===== config.mk =====
export PLATFORM = sky130hd
export DESIGN_NAME = double_ended_queue
export DESIGN_NICKNAME = d
export VERILOG_FILES = /design/src/deq_pkg.sv /design/src/double_ended_queue.sv
export SDC_FILE = /design/constraint.sdc
export NUM_CORES = 1
export LEC_CHECK = 0
export BUFFER_PORTS_ARGS = -buffer_cell sky130_fd_sc_hd__buf_2
export CAP_MARGIN = 20
export CORE_MARGIN = 5
export CORE_UTILIZATION = 60
export DETAILED_ROUTE_END_ITERATION = 8
export PLACE_DENSITY = 0.77
export SLEW_MARGIN = 20
export SYNTH_ARGS = -nofsm -noshare
export SYNTH_HDL_FRONTEND = slang
export SYNTH_SLANG_ARGS = --single-unit
export TNS_END_PERCENT = 10

===== constraint.sdc =====
create_clock -name clk_i -period 8.35 [get_ports clk_i]
set_clock_uncertainty 0.2 [all_clocks]
set_input_delay 1.2525 -clock clk_i [delete_from_list [all_inputs] [get_ports clk_i]]
set_output_delay 1.2525 -clock clk_i [all_outputs]
set_load 0.01 [all_outputs]

===== src/deq_pkg.sv =====
// Shared types and constants for the double-ended queue.
`default_nettype none

package deq_pkg;

  // Sizes fixed by the request and result formats
  localparam int unsigned DefaultDepth = 16;
  localparam int unsigned OpW          = 3;
  localparam int unsigned WordW        = 32;
  localparam int unsigned OccW         = 5;

  // Request opcodes
  typedef enum logic [OpW-1:0] {
    OP_PUSH_FRONT = 3'd0,
    OP_PUSH_REAR  = 3'd1,
    OP_POP_FRONT  = 3'd2,
    OP_POP_REAR   = 3'd3,
    OP_LIST       = 3'd4
  } op_e;

  // Result status codes
  typedef enum logic [1:0] {
    ST_OK    = 2'd0,
    ST_EMPTY = 2'd1,
    ST_FULL  = 2'd2
  } status_e;

  typedef struct packed {
    op_e                      opcode;
    logic signed [WordW-1:0]  value;
  } req_t;

  typedef struct packed {
    status_e                  status;
    logic signed [WordW-1:0]  item;
    logic        [OccW-1:0]   occupancy;
    logic                     last;
  } rsp_t;

endpackage

`default_nettype wire


===== src/double_ended_queue.sv =====
// Double-ended queue: ring store in a synchronous RAM with head index and count.
// Push (either end) and rejected requests: result in the cycle after the request.
// Pop (either end): the entry is read through the registered RAM read port, then registered as the result in S_POP.
// List: one RAM read per entry, one result per cycle after the first.
// Reset clears head and count at once; RAM contents are undefined until written.
// Results are strobed for one cycle and cannot be stalled by the receiver.
`default_nettype none

module double_ended_queue
  import deq_pkg::*;
#(
  parameter int unsigned DEPTH = DefaultDepth
) (
  input  wire  clk_i,
  input  wire  rst_ni,
  input  wire  start,
  output logic busy,
  input  req_t req_i,
  output logic rsp_valid_o,
  output rsp_t rsp_o
);

  localparam int unsigned IW = (DEPTH > 1) ? $clog2(DEPTH) : 1;
  localparam int unsigned CW = $clog2(DEPTH + 1);

  typedef enum logic [1:0] {
    S_IDLE,
    S_POP,
    S_LIST
  } state_e;

  // head + offset, wrapped into the ring
  function automatic logic [IW-1:0] slot(input logic [IW-1:0] h, input logic [IW-1:0] o);
    logic [IW:0] s;
    s = {1'b0, h} + {1'b0, o};
    if (s >= (IW+1)'(DEPTH)) begin
      s = s - (IW+1)'(DEPTH);
    end
    return s[IW-1:0];
  endfunction

  state_e              state_q, state_d;
  logic [IW-1:0]       head_q, head_d;
  logic [CW-1:0]       count_q, count_d;
  logic [CW-1:0]       idx_q, idx_d;
  logic                valid_q, valid_d;
  rsp_t                rsp_q, rsp_d;

  logic [WordW-1:0]    mem [DEPTH];
  logic                mem_we;
  logic [IW-1:0]       mem_waddr;
  logic [IW-1:0]       mem_raddr;
  logic [WordW-1:0]    rdata_q;

  logic                accept;
  logic                full;
  logic                empty;
  logic                list_last;

  assign accept    = start && !busy;
  assign full      = (count_q == CW'(DEPTH));
  assign empty     = (count_q == '0);
  assign list_last = (idx_q == count_q);

  // Next-state decode
  always_comb begin
    state_d   = state_q;
    head_d    = head_q;
    count_d   = count_q;
    idx_d     = idx_q;
    valid_d   = 1'b0;
    rsp_d     = '{status: ST_OK, item: '0, occupancy: OccW'(count_q), last: 1'b1};
    mem_we    = 1'b0;
    mem_waddr = slot(head_q, count_q[IW-1:0]);
    mem_raddr = head_q;
    unique case (state_q)
      S_IDLE: begin
        if (accept) begin
          unique case (req_i.opcode)
            OP_PUSH_FRONT, OP_PUSH_REAR: begin
              valid_d = 1'b1;
              if (full) begin
                rsp_d.status = ST_FULL;
              end else begin
                mem_we  = 1'b1;
                count_d = count_q + CW'(1);
                if (req_i.opcode == OP_PUSH_FRONT) begin
                  head_d    = (head_q == '0) ? IW'(DEPTH - 1) : head_q - IW'(1);
                  mem_waddr = head_d;
                end
                rsp_d.occupancy = OccW'(count_d);
              end
            end
            OP_POP_FRONT, OP_POP_REAR: begin
              if (empty) begin
                valid_d      = 1'b1;
                rsp_d.status = ST_EMPTY;
              end else begin
                count_d = count_q - CW'(1);
                state_d = S_POP;
                if (req_i.opcode == OP_POP_FRONT) begin
                  head_d = slot(head_q, IW'(1));
                end else begin
                  mem_raddr = slot(head_q, count_d[IW-1:0]);
                end
              end
            end
            OP_LIST: begin
              if (empty) begin
                valid_d      = 1'b1;
                rsp_d.status = ST_EMPTY;
              end else begin
                idx_d   = CW'(1);
                state_d = S_LIST;
              end
            end
            default: ;
          endcase
        end
      end
      S_POP: begin
        valid_d    = 1'b1;
        rsp_d.item = rdata_q;
        state_d    = S_IDLE;
      end
      S_LIST: begin
        valid_d    = 1'b1;
        rsp_d.item = rdata_q;
        rsp_d.last = list_last;
        idx_d      = idx_q + CW'(1);
        mem_raddr  = list_last ? head_q : slot(head_q, idx_q[IW-1:0]);
        if (list_last) begin
          state_d = S_IDLE;
        end
      end
      default: state_d = S_IDLE;
    endcase
  end

  // Control state and registered result
  always_ff @(posedge clk_i or negedge rst_ni) begin
    if (!rst_ni) begin
      state_q <= S_IDLE;
      head_q  <= '0;
      count_q <= '0;
      idx_q   <= '0;
      valid_q <= 1'b0;
      rsp_q   <= '0;
    end else begin
      state_q <= state_d;
      head_q  <= head_d;
      count_q <= count_d;
      idx_q   <= idx_d;
      valid_q <= valid_d;
      rsp_q   <= rsp_d;
    end
  end

  // Entry RAM: one write port, one registered read port
  always_ff @(posedge clk_i) begin
    if (mem_we) begin
      mem[mem_waddr] <= req_i.value;
    end
    rdata_q <= mem[mem_raddr];
  end

  assign busy        = (state_q != S_IDLE);
  assign rsp_valid_o = valid_q;
  assign rsp_o       = rsp_q;

  // Checks
  a_count_bound: assert property (@(posedge clk_i) disable iff (!rst_ni)
    count_q <= CW'(DEPTH))
    else $error("entry count above depth");

  a_full_status: assert property (@(posedge clk_i) disable iff (!rst_ni)
    (rsp_valid_o && rsp_o.status == ST_FULL) |-> full)
    else $error("full status while queue not full");

  a_empty_result: assert property (@(posedge clk_i) disable iff (!rst_ni)
    (rsp_valid_o && rsp_o.status == ST_EMPTY) |-> (empty && rsp_o.item == '0 && rsp_o.last))
    else $error("bad empty result");

  a_list_burst: assert property (@(posedge clk_i) disable iff (!rst_ni)
    (rsp_valid_o && !rsp_o.last) |=> rsp_valid_o)
    else $error("list results not contiguous");

endmodule

`default_nettype wire

==> metrics, run 1 <==
DIE AREA=42500 um2; TritonCTS clock tree=yes; FFs w/ async S/R, synth=9.48%; kind of path behind the tightest hold check=reg -> reg; share of the cycle needed by the critical path after routing=55.8%; Area growth syn-to-layout=13.1%; areal power density over the cells=354 nW/um2; outcome=finished, final reports clean; most instantiated cells after synthesis=sky130_fd_sc_hd__edfxtp_1, sky130_fd_sc_hd__mux4_2, sky130_fd_sc_hd__nand2_1, sky130_fd_sc_hd__dfrtp_1, sky130_fd_sc_hd__nand3_1; PortBufs=79; count of warnings emitted by yosys=0; highest fanout seen on the critical path=19; antenna diode count=0; Gate Count Post-Synth=1184; max capacitance violation total=0; hpwl dp=25.8 mm; total global-route track usage=22.8%; number of setup buffers added after CTS=0; number of clock sinks seen by CTS=601; share of Yosys cell area claimed by the top area cell type=66.6%; Final Net Count=1349; Avg Cell Area, Syn=19.5 um2; Internal Power=6.30 mW; instance area after placement=24300 um2; P_sw=2.95 mW; maximum count of clock buffers along a single path=3; total CTS buffers=56; Clock Latency Late Sink=600 ps; H-tree level count=2; height of the die=206 um; core region area=37800 um2; post-detailed-route count of antenna-violating nets=0; ratio of routed vias to standard cells=6.20; switching power as a share of total power=31.9%; overflow left after global routing=0; share of power burned in registers=40.0%; remaining routing DRC violations=0; class of the most critical setup path=reg -> reg; length of the first detailed-routing pass in iterations=5; CTS hold repair buffers=0; number of enable flip-flop cells after synthesis=512; count of final hold-check violations=0; highest cell delay on the worst timing path=640 ps; Worst Path Arrival=4720 ps; routed wire length=47.1 mm; proportion of synthesized chip area in sequential cells=75.5%; io pins=80; drt wl/cell=25.5 um; endpoint required time on the critical path=8410 ps; number of nets produced by synthesis=1243; floorplan row count=71; worst hold margin=227 ps; CP Launch Type=register; library cell occupying the most area in the post-synthesis netlist=sky130_fd_sc_hd__edfxtp_1; fillcell total=2368; CTS root buffer=sky130_fd_sc_hd__clkbuf_16; unrepaired setup endpoints after global routing=no; violation count after the first detailed-route iteration=1294; Setup-failing EPs final=0; Crit path top cell by count=sky130_fd_sc_hd__nand2_1; combinational group share of total power=33.6%; clock slew at the register clock pins of the worst setup and hold paths=60 ps; unique cell type count in the Yosys netlist=55; vias after detailed routing=11500; prevailing post-synth register cell=sky130_fd_sc_hd__edfxtp_1; area of the multi-input gates=5440 um2; shortest clock period the worst path allows after layout=4660 ps; critical-path cell with the highest stage delay=sky130_fd_sc_hd__o31ai_1; pin count of the biggest net entering global routing=81; ordered list of cells on the worst path=inv_1 > ha_1 > nand2_1 > nor3_1 > nand2_1 > o31ai_1 > nand2b_1 > nor2_4 > buf_4; worst voltage drop across the vdd grid=0.000292 V; Mapped Area=23100 um2; Pins Over Slew Limit=0; width of the chip=206 um; initial antenna violation count=1; Final Core Density=69.0%; fraction of layout instances using a drive strength above 1=26.0%; first-pass GRT wire length=72.3 mm; critical path endpoint category=register; Post-Layout Inst Area=26100 um2; post-cts resize count=0; Register Area=17400 um2; Tightest Pin Transition=1110 ps; worst setup slack after layout=3690 ps; clock share of power=26.4%; #FFs+latches synth=601; most frequent cell after synthesis=sky130_fd_sc_hd__edfxtp_1; dominant cells by area after synthesis=sky130_fd_sc_hd__edfxtp_1, sky130_fd_sc_hd__mux4_2, sky130_fd_sc_hd__dfrtp_1; RePlAce Congestion=0.810; vias in the first global route=11700; pre-CTS setup slack=3450 ps; final total negative setup slack=0 ps; Initial Utilization=61.0%; Pleak=8.85 nW; max_slew headroom=26.3%; maximum clock frequency=215 MHz
[cell usage in the layout (no fill, tap or decap), types with 14 or more instances in the layout]
master / netlist / final
sky130_fd_sc_hd__edfxtp_1: 512 / 512
sky130_fd_sc_hd__mux4_2: 128 / 128
sky130_fd_sc_hd__buf_2: 18 / 79
sky130_fd_sc_hd__nand2_1: 65 / 65
sky130_fd_sc_hd__clkbuf_16: 0 / 57
sky130_fd_sc_hd__dfrtp_1: 57 / 57
sky130_fd_sc_hd__nand3_1: 42 / 42
sky130_fd_sc_hd__nand2b_1: 37 / 37
sky130_fd_sc_hd__and2_1: 33 / 33
sky130_fd_sc_hd__a22oi_1: 32 / 32
sky130_fd_sc_hd__dfxtp_1: 32 / 32
sky130_fd_sc_hd__o21ai_0: 21 / 21
sky130_fd_sc_hd__a21oi_1: 18 / 18
sky130_fd_sc_hd__ha_1: 18 / 18
sky130_fd_sc_hd__clkinv_2: 0 / 17
sky130_fd_sc_hd__nor2_1: 32 / 16
sky130_fd_sc_hd__nor2_4: 0 / 16
sky130_fd_sc_hd__inv_1: 15 / 15
sky130_fd_sc_hd__xnor2_1: 14 / 14
sky130_fd_sc_hd__buf_4: 11 / 14
[path summary, 6_finish.rpt]
| path | startpoint | endpoint | slack [ps] | cells after the start |
|---|---|---|---|---|
| max | state_q[0] | mem[8][12] | 3690 | 9 |
| min | rdata_q[25] | rsp_o[31] | 230 | 1 |
| max reg2reg | state_q[0] | mem[8][12] | 3690 | 9 |
| min reg2reg | rdata_q[25] | rsp_o[31] | 230 | 1 |
| max in group asynchronous | rst_ni | rsp_o[19] | 6780 | 2 |
| min in group asynchronous | rst_ni | rsp_o[1] | 630 | 2 |
[stage by stage]
stage,total power [mW],cells
3_5_place_dp,6.87,1741
5_1_grt,9.73,1848
6_report,9.26,1848
4_1_cts,9.34,1846
2_1_floorplan,6.04,1184
3_3_place_gp,6.79,1733
[logic make-up (layout without fill, tap and decap cells)]
family | count (synthesis) | in the layout | share of synthesized area [%]
xor+xnor | 20 | 20 | 0.759
fa+ha+maj | 21 | 21 | 1.24
buf+inv | 71 | 224 | 1.58
mux | 134 | 134 | 12.8
simple gates | 235 | 235 | 5.19
compound gates | 102 | 102 | 2.95
flops | 601 | 601 | 75.5
[flip-flops by register name (all words and copies together) (netlist names)]
name / cells
mem: 512
rsp_o: 40
rdata_q: 32
count_q: 5
idx_q: 5
head_q: 4
state_q: 2
rsp_valid_o: 1
[power by group through the flow]
stage | clock network, mW | registers (mW) | logic, mW
floorplan | 0 | 3.71 | 2.33
global placement | 0 | 3.76 | 3.03
detailed placement | 0 | 3.77 | 3.10
CTS | 2.48 | 3.71 | 3.15
global route | 2.62 | 3.73 | 3.38
finish | 2.44 | 3.71 | 3.11
[critical path, delay by kind of cell (launching register included)]
kind            cells  cell delay (ps)
flops               1              400
buf+inv             2              560
simple gates        5             2100
fa+ha+maj           1              380
compound gates      1              640
[final cells by class]
cell class / instances / area share (%)
repair buffers: 104 / 2.99
well taps: 511 / 2.45
clock inverters: 29 / 0.666
inverters: 15 / 0.216
flip-flops and latches: 601 / 66.8
multi-input cells: 512 / 20.8
clock buffers: 76 / 6.12
[routing by layer]
layer	vias up	GRT usage (%)	share of wire, %
met5	-	0	0.015
li1	4933	-	-
met2	443	37.8	51
met1	6018	32.9	41
met3	67	3.36	6.7
met4	2	5.80	1.9
Power figures use the tool's default switching activity.
==> run 2: changes to the inputs <==
--- a/config.mk
+++ b/config.mk
@@ -8,9 +8,9 @@
 export BUFFER_PORTS_ARGS = -buffer_cell sky130_fd_sc_hd__buf_2
 export CAP_MARGIN = 20
 export CORE_MARGIN = 5
-export CORE_UTILIZATION = 60
+export CORE_UTILIZATION = 55
 export DETAILED_ROUTE_END_ITERATION = 8
-export PLACE_DENSITY = 0.77
+export PLACE_DENSITY = 0.75
 export SLEW_MARGIN = 20
 export SYNTH_ARGS = -nofsm -noshare
 export SYNTH_HDL_FRONTEND = slang
==> constraint.sdc (replaced) <==
create_clock -name clk_i -period 3.75 [get_ports clk_i]
set_clock_uncertainty 0.2 [all_clocks]
set_input_delay 0.5625 -clock clk_i [delete_from_list [all_inputs] [get_ports clk_i]]
set_output_delay 0.5625 -clock clk_i [all_outputs]
set_load 0.01 [all_outputs]
==> metrics, run 2 (same netlist as run 1, synthesis figures left out) <==
core region area=41800 um2 (+10%); number of clock sinks seen by CTS=601 (unchanged); initial antenna violation count=3 (+2); class of the most critical setup path=reg -> reg; overflow left after global routing=0 (unchanged); total CTS buffers=57 (+1.8%); largest reg by FF count=mem; PortBufs=79 (unchanged); Power Total=21.8 mW (+140%); number of non-filler instances in the completed layout=1924 (+4.1%); hpwl dp=28.1 mm (+8.8%); worst voltage drop across the vdd grid=0.000568 V (+94%); Hold Crit Start=req_i[33]; remaining routing DRC violations=0 (unchanged); commonest non-fill, non-tap cell in the layout=sky130_fd_sc_hd__edfxtp_1; ratio of routed vias to standard cells=6.07 (-2.2%); most utilized layer in the global route result=met2; io pins=80 (unchanged); pin count of the biggest net entering global routing=65 (-20%); first-pass GRT wire length=76.6 mm (+5.9%); Initial Utilization=55.3% (-5.7 points); violation count after the first detailed-route iteration=1293 (-0.077%); CTS root buffer=sky130_fd_sc_hd__clkbuf_16; areal power density over the cells=811 nW/um2 (+130%); Area growth syn-to-layout=16.3%; unrepaired setup endpoints after global routing=no; startpoint of the most critical setup path=count_q[2]; length of the first detailed-routing pass in iterations=7 (+2); outcome=finished, final reports clean; CP Launch Type=register; floorplan row count=75 (+5.6%); met1 track demand over resource in global routing=30.9% (-2.0 points); height of the die=215 um (+4.2%); fraction of layout instances using a drive strength above 1=28.0% (+2.0 points); highest fanout seen on the critical path=32 (+13); vias in the first global route=12000 (+3.0%); width of the chip=215 um (+4.2%); vias after detailed routing=11700 (+1.9%); Clock Latency Late Sink=610 ps (about the same); maximum clock frequency=281 MHz (+31%); number of setup buffers added after CTS=0 (unchanged); RePlAce Congestion=0.806 (-0.54%); max reg flops=512 (unchanged); share of the cycle needed by the critical path after routing=94.9% (+39 points); Setup-failing EPs final=0 (unchanged); post-detailed-route count of antenna-violating nets=0 (unchanged); critical path endpoint category=register; total global-route track usage=21.9% (-0.90 points); # placed instances=1811 (+4.0%); max capacitance violation total=0 (unchanged); drt wl/cell=26.2 um (+2.6%); shortest clock period the worst path allows after layout=3560 ps (-1100 ps); Final Net Count=1392 (+3.2%); met2 Resource Use GR=36.2% (-1.6 points); Pins Over Slew Limit=0 (unchanged); clock slew at the register clock pins of the worst setup and hold paths=70 ps (about the same); Tightest Pin Transition=991 ps (-114 ps); kind of path behind the tightest hold check=in -> reg; routed wire length=50.4 mm (+6.9%); Worst Path Arrival=3910 ps (-810 ps); met3 capacity usage during global routing=4.46% (+1.1 points); endpoint required time on the critical path=4100 ps (-4310 ps); H-tree level count=2 (unchanged); top library cells by usage in the layout, fill and taps aside=sky130_fd_sc_hd__edfxtp_1, sky130_fd_sc_hd__mux4_2, sky130_fd_sc_hd__buf_2, sky130_fd_sc_hd__nand2_1; count of final hold-check violations=0 (unchanged); maximum count of clock buffers along a single path=3 (unchanged); Pleak=9.17 nW (+3.7%); DIE AREA=46200 um2 (+8.6%); max_slew headroom=33.8% (+7.5 points); TritonCTS clock tree=yes; reg-to-reg startpoint=count_q[2]
==> run 2: per-stage QoR <==
step / worst slack [ps] / TNS, ps / area (um2) / utilization (%) / hold slack [ps]
after floorplan: -424 / -166010 / 23100 / - / 66.9
after global placement: 245 / 0 / 24900 / 59.5 / 217
after detailed placement: 153 / 0 / 24900 / 59.5 / 219
after CTS: 107 / 0 / 26800 / 64.3 / 15.1
after global routing: 10.3 / 0 / 26900 / 64.3 / 32.5
final: 191 / 0 / 26900 / 64.3 / 58.0
==> run 2: cell type report <==
cell class	instances	area [um2]
antenna	3	7.51
clock buffer	80	1540
tap	539	674
timing repair buffer	146	1270
multi-input combinational	512	5450
fill	2671	14900
clock inverter	28	420
sequential	601	17400
inverter	15	56.3
==> run 2: critical path, stage by stage (launching register included) <==
cell and delay (ps):
sky130_fd_sc_hd__dfrtp_1 570, sky130_fd_sc_hd__buf_4 250, sky130_fd_sc_hd__xor2_1 210, sky130_fd_sc_hd__ha_1 300, sky130_fd_sc_hd__and3_1 200, sky130_fd_sc_hd__nor4_1 230, sky130_fd_sc_hd__nand3b_1 170, sky130_fd_sc_hd__mux2i_1 300
sky130_fd_sc_hd__o21ba_2 190, sky130_fd_sc_hd__buf_4 530, sky130_fd_sc_hd__a22oi_1 200, sky130_fd_sc_hd__nand3_1 130
==> run 2: per-layer routing <==
layer	part of all wire (%)	vias to the layer above	wire, um
met5	0.042	-	21
met4	1.7	4	855
met3	7.7	71	3870
met2	50	495	25400
met1	40	6082	20200
li1	-	5024	-
==> run 2: worst paths after layout <==
kind | to | slack, ps | depth (start not counted)
max | rdata_q[3] | 190 | 11
min | rsp_o[39] | 60 | 2
max reg2reg | rdata_q[3] | 190 | 11
min reg2reg | rsp_o[14] | 230 | 1
max in group asynchronous | rsp_o[24] | 2270 | 3
min in group asynchronous | rsp_o[4] | 500 | 3
==> run 2: what timing repair did <==
item	in CTS	in global routing
setup endpoints to repair	0	5
resized for setup	0	1
endpoints found under the hold margin	49	0
hold buffers	2	0
==> run 2: power breakdown <==
group	internal (mW)	total (mW)	switching [mW]	leakage, nW
Sequential	7.91	8.21	0.291	5.62
Combinational	3.51	7.59	4.08	2.60
Clock	3.57	5.98	2.41	0.956
Total	15.0	21.8	6.78	9.17
==> run 3: changes to the inputs <==
--- a/config.mk
+++ b/config.mk
@@ -7,10 +7,9 @@
 export LEC_CHECK = 0
 export BUFFER_PORTS_ARGS = -buffer_cell sky130_fd_sc_hd__buf_2
 export CAP_MARGIN = 20
-export CORE_MARGIN = 5
-export CORE_UTILIZATION = 55
+export CORE_UTILIZATION = 45
 export DETAILED_ROUTE_END_ITERATION = 8
-export PLACE_DENSITY = 0.75
+export REMOVE_ABC_BUFFERS = 1
 export SLEW_MARGIN = 20
 export SYNTH_ARGS = -nofsm -noshare
 export SYNTH_HDL_FRONTEND = slang
==> metrics, run 3 (same netlist as run 1, synthesis figures left out) <==
share of power burned in registers=37.7% (about the same); core region area=50400 um2 (+21%); # placed instances=1947 (+7.5%); met2 WL=24.5 mm (-3.4%); Final Core Density=53.7% (-11 points); Clock Latency Late Sink=620 ps (about the same); instance area after placement=25100 um2 (+1.0%); first-pass GRT wire length=76.3 mm (-0.31%); max reg flops=512 (unchanged); initial antenna violation count=4 (+1); hpwl dp=28.2 mm (+0.19%); clock share of power=26.9% (-0.6 points); TritonCTS clock tree=yes; Worst Path Arrival=3780 ps (-130 ps); Setup-failing EPs final=0 (unchanged); PortBufs=79 (unchanged); RePlAce Congestion=0.777 (-3.5%); max_slew headroom=30.1% (-3.7 points); drt wl/cell=24.5 um (-6.4%); floorplan row count=82 (+9.3%); final total negative setup slack=0 ps (unchanged); number of clock sinks seen by CTS=601 (unchanged); worst setup slack after layout=281 ps (+89.6 ps); endpoint required time on the critical path=4060 ps (-40 ps); top library cells by usage in the layout, fill and taps aside=sky130_fd_sc_hd__edfxtp_1, sky130_fd_sc_hd__mux4_2, sky130_fd_sc_hd__buf_2, sky130_fd_sc_hd__nand2_1, sky130_fd_sc_hd__clkbuf_16; clock slew at the register clock pins of the worst setup and hold paths=60 ps (about the same); Power Total=21.6 mW (-0.61%); commonest non-fill, non-tap cell in the layout=sky130_fd_sc_hd__edfxtp_1; switching power as a share of total power=31.5% (+0.32 points); fillcell total=3918 (+47%); count of final hold-check violations=0 (unchanged); worst hold margin=55.8 ps (-2.16 ps); vias in the first global route=11900 (-1.1%); number of setup buffers added after CTS=0 (unchanged); number of non-filler instances in the completed layout=2061 (+7.1%); met1 layer wirelength in the final routing=22.5 mm (+11%); shortest clock period the worst path allows after layout=3470 ps (-89.6 ps); highest fanout seen on the critical path=23 (-28%); Final Net Count=1397 (+0.36%); post-detailed-route count of antenna-violating nets=0 (unchanged); violation count after the first detailed-route iteration=923 (-29%); outcome=finished, final reports clean; DR top layer=met5; Initial Utilization=45.8% (-9.5 points); height of the die=229 um (+6.3%); routed wire length=50.5 mm (+0.27%); io pins=80 (unchanged); ratio of routed vias to standard cells=5.55 (-8.5%); width of the chip=229 um (+6.3%); max capacitance violation total=0 (unchanged); critical path endpoint category=register; Pins Over Slew Limit=0 (unchanged); Tightest Pin Transition=1050 ps (+55.0 ps); CTS root buffer=sky130_fd_sc_hd__clkbuf_16; Post-Layout Inst Area=27100 um2 (+0.74%); class of the most critical setup path=reg -> reg; DIE AREA=52200 um2 (+13%); overflow left after global routing=0 (unchanged); met3 routed wirelength=2.67 mm (-31%); unrepaired setup endpoints after global routing=no; pre-CTS setup slack=55.9 ps (-97.3 ps); share of the cycle needed by the critical path after routing=92.5% (-2.4 points); H-tree level count=2 (unchanged); kind of path behind the tightest hold check=in -> reg; pin count of the biggest net entering global routing=58 (-11%); areal power density over the cells=800 nW/um2 (-1.3%); maximum count of clock buffers along a single path=3 (unchanged); fraction of layout instances using a drive strength above 1=27.9% (-0.12 points); length of the first detailed-routing pass in iterations=6 (-1); worst voltage drop across the vdd grid=0.000400 V (-29%); largest reg by FF count=mem; remaining routing DRC violations=0 (unchanged); total CTS buffers=59 (+3.5%); total global-route track usage=19.8% (-2.2 points); combinational group share of total power=35.4% (+0.5 points); Pleak=9.16 nW (-0.13%); maximum clock frequency=288 MHz (+2.6%); P_sw=6.81 mW (+0.42%); Area growth syn-to-layout=17.2%; vias after detailed routing=11400 (-2.0%); Internal Power=14.8 mW (-1.1%); CP Launch Type=register
-- run 3: power groups by stage --
stage          combinational [mW]  sequential, mW  clock, mW
6_report                     7.67            8.16       5.82
5_1_grt                      8.35            8.21       6.20
4_1_cts                      7.76            8.16       5.95
3_5_place_dp                 7.72            8.29          0
3_3_place_gp                 7.67            8.29          0
2_1_floorplan                4.18            8.49          0
-- run 3: layer usage --
layer / vias up / global-route usage, %
met1: 6053 / 27.3
met2: 277 / 32.2
met4: 6 / 4.51
met3: 65 / 4.20
li1: 5040 / -
met5: - / 0
-- run 3: final timing paths --
kind | from | to | slack [ps] | cells past startpoint
hold / removal | req_i[33] | rsp_o[39] | 60 | 2
min in group asynchronous | rst_ni | rsp_o[17] | 430 | 2
hold reg to reg | rdata_q[11] | rsp_o[17] | 240 | 1
setup reg to reg | state_q[0] | rdata_q[27] | 280 | 11
max in group asynchronous | rst_ni | rsp_o[8] | 2310 | 2
setup / recovery | state_q[0] | rdata_q[27] | 280 | 11
-- run 3: final cells by class --
| cell class | instances | area, um2 | area share, % |
|---|---|---|---|
| timing repair buffer | 149 | 1340 | 4.96 |
| antenna | 1 | 2.50 | 0.00925 |
| clock inverter | 24 | 273 | 1.01 |
| multi-input combinational | 512 | 5470 | 20.2 |
| inverter | 15 | 56.3 | 0.208 |
| sequential | 601 | 17400 | 64.5 |
| tap | 672 | 841 | 3.11 |
| clock buffer | 87 | 1630 | 6.03 |
-- run 3: critical path, stage by stage, from the launching register on --
cell and delay, ps:
sky130_fd_sc_hd__dfrtp_1 400, sky130_fd_sc_hd__inv_1 150, sky130_fd_sc_hd__ha_4 230, sky130_fd_sc_hd__nand3b_1 180
sky130_fd_sc_hd__or3_4 390, sky130_fd_sc_hd__mux2i_1 160, sky130_fd_sc_hd__nor3_4 350, sky130_fd_sc_hd__buf_12 200
sky130_fd_sc_hd__buf_12 230, sky130_fd_sc_hd__mux4_2 540, sky130_fd_sc_hd__a22oi_1 230, sky130_fd_sc_hd__nand3_1 90
-- run 3: what timing repair did --
item,in CTS,in global routing
endpoints found under the hold margin,58,0
hold buffers,2,0
setup endpoints to repair,0,330
gates resized for setup,0,3
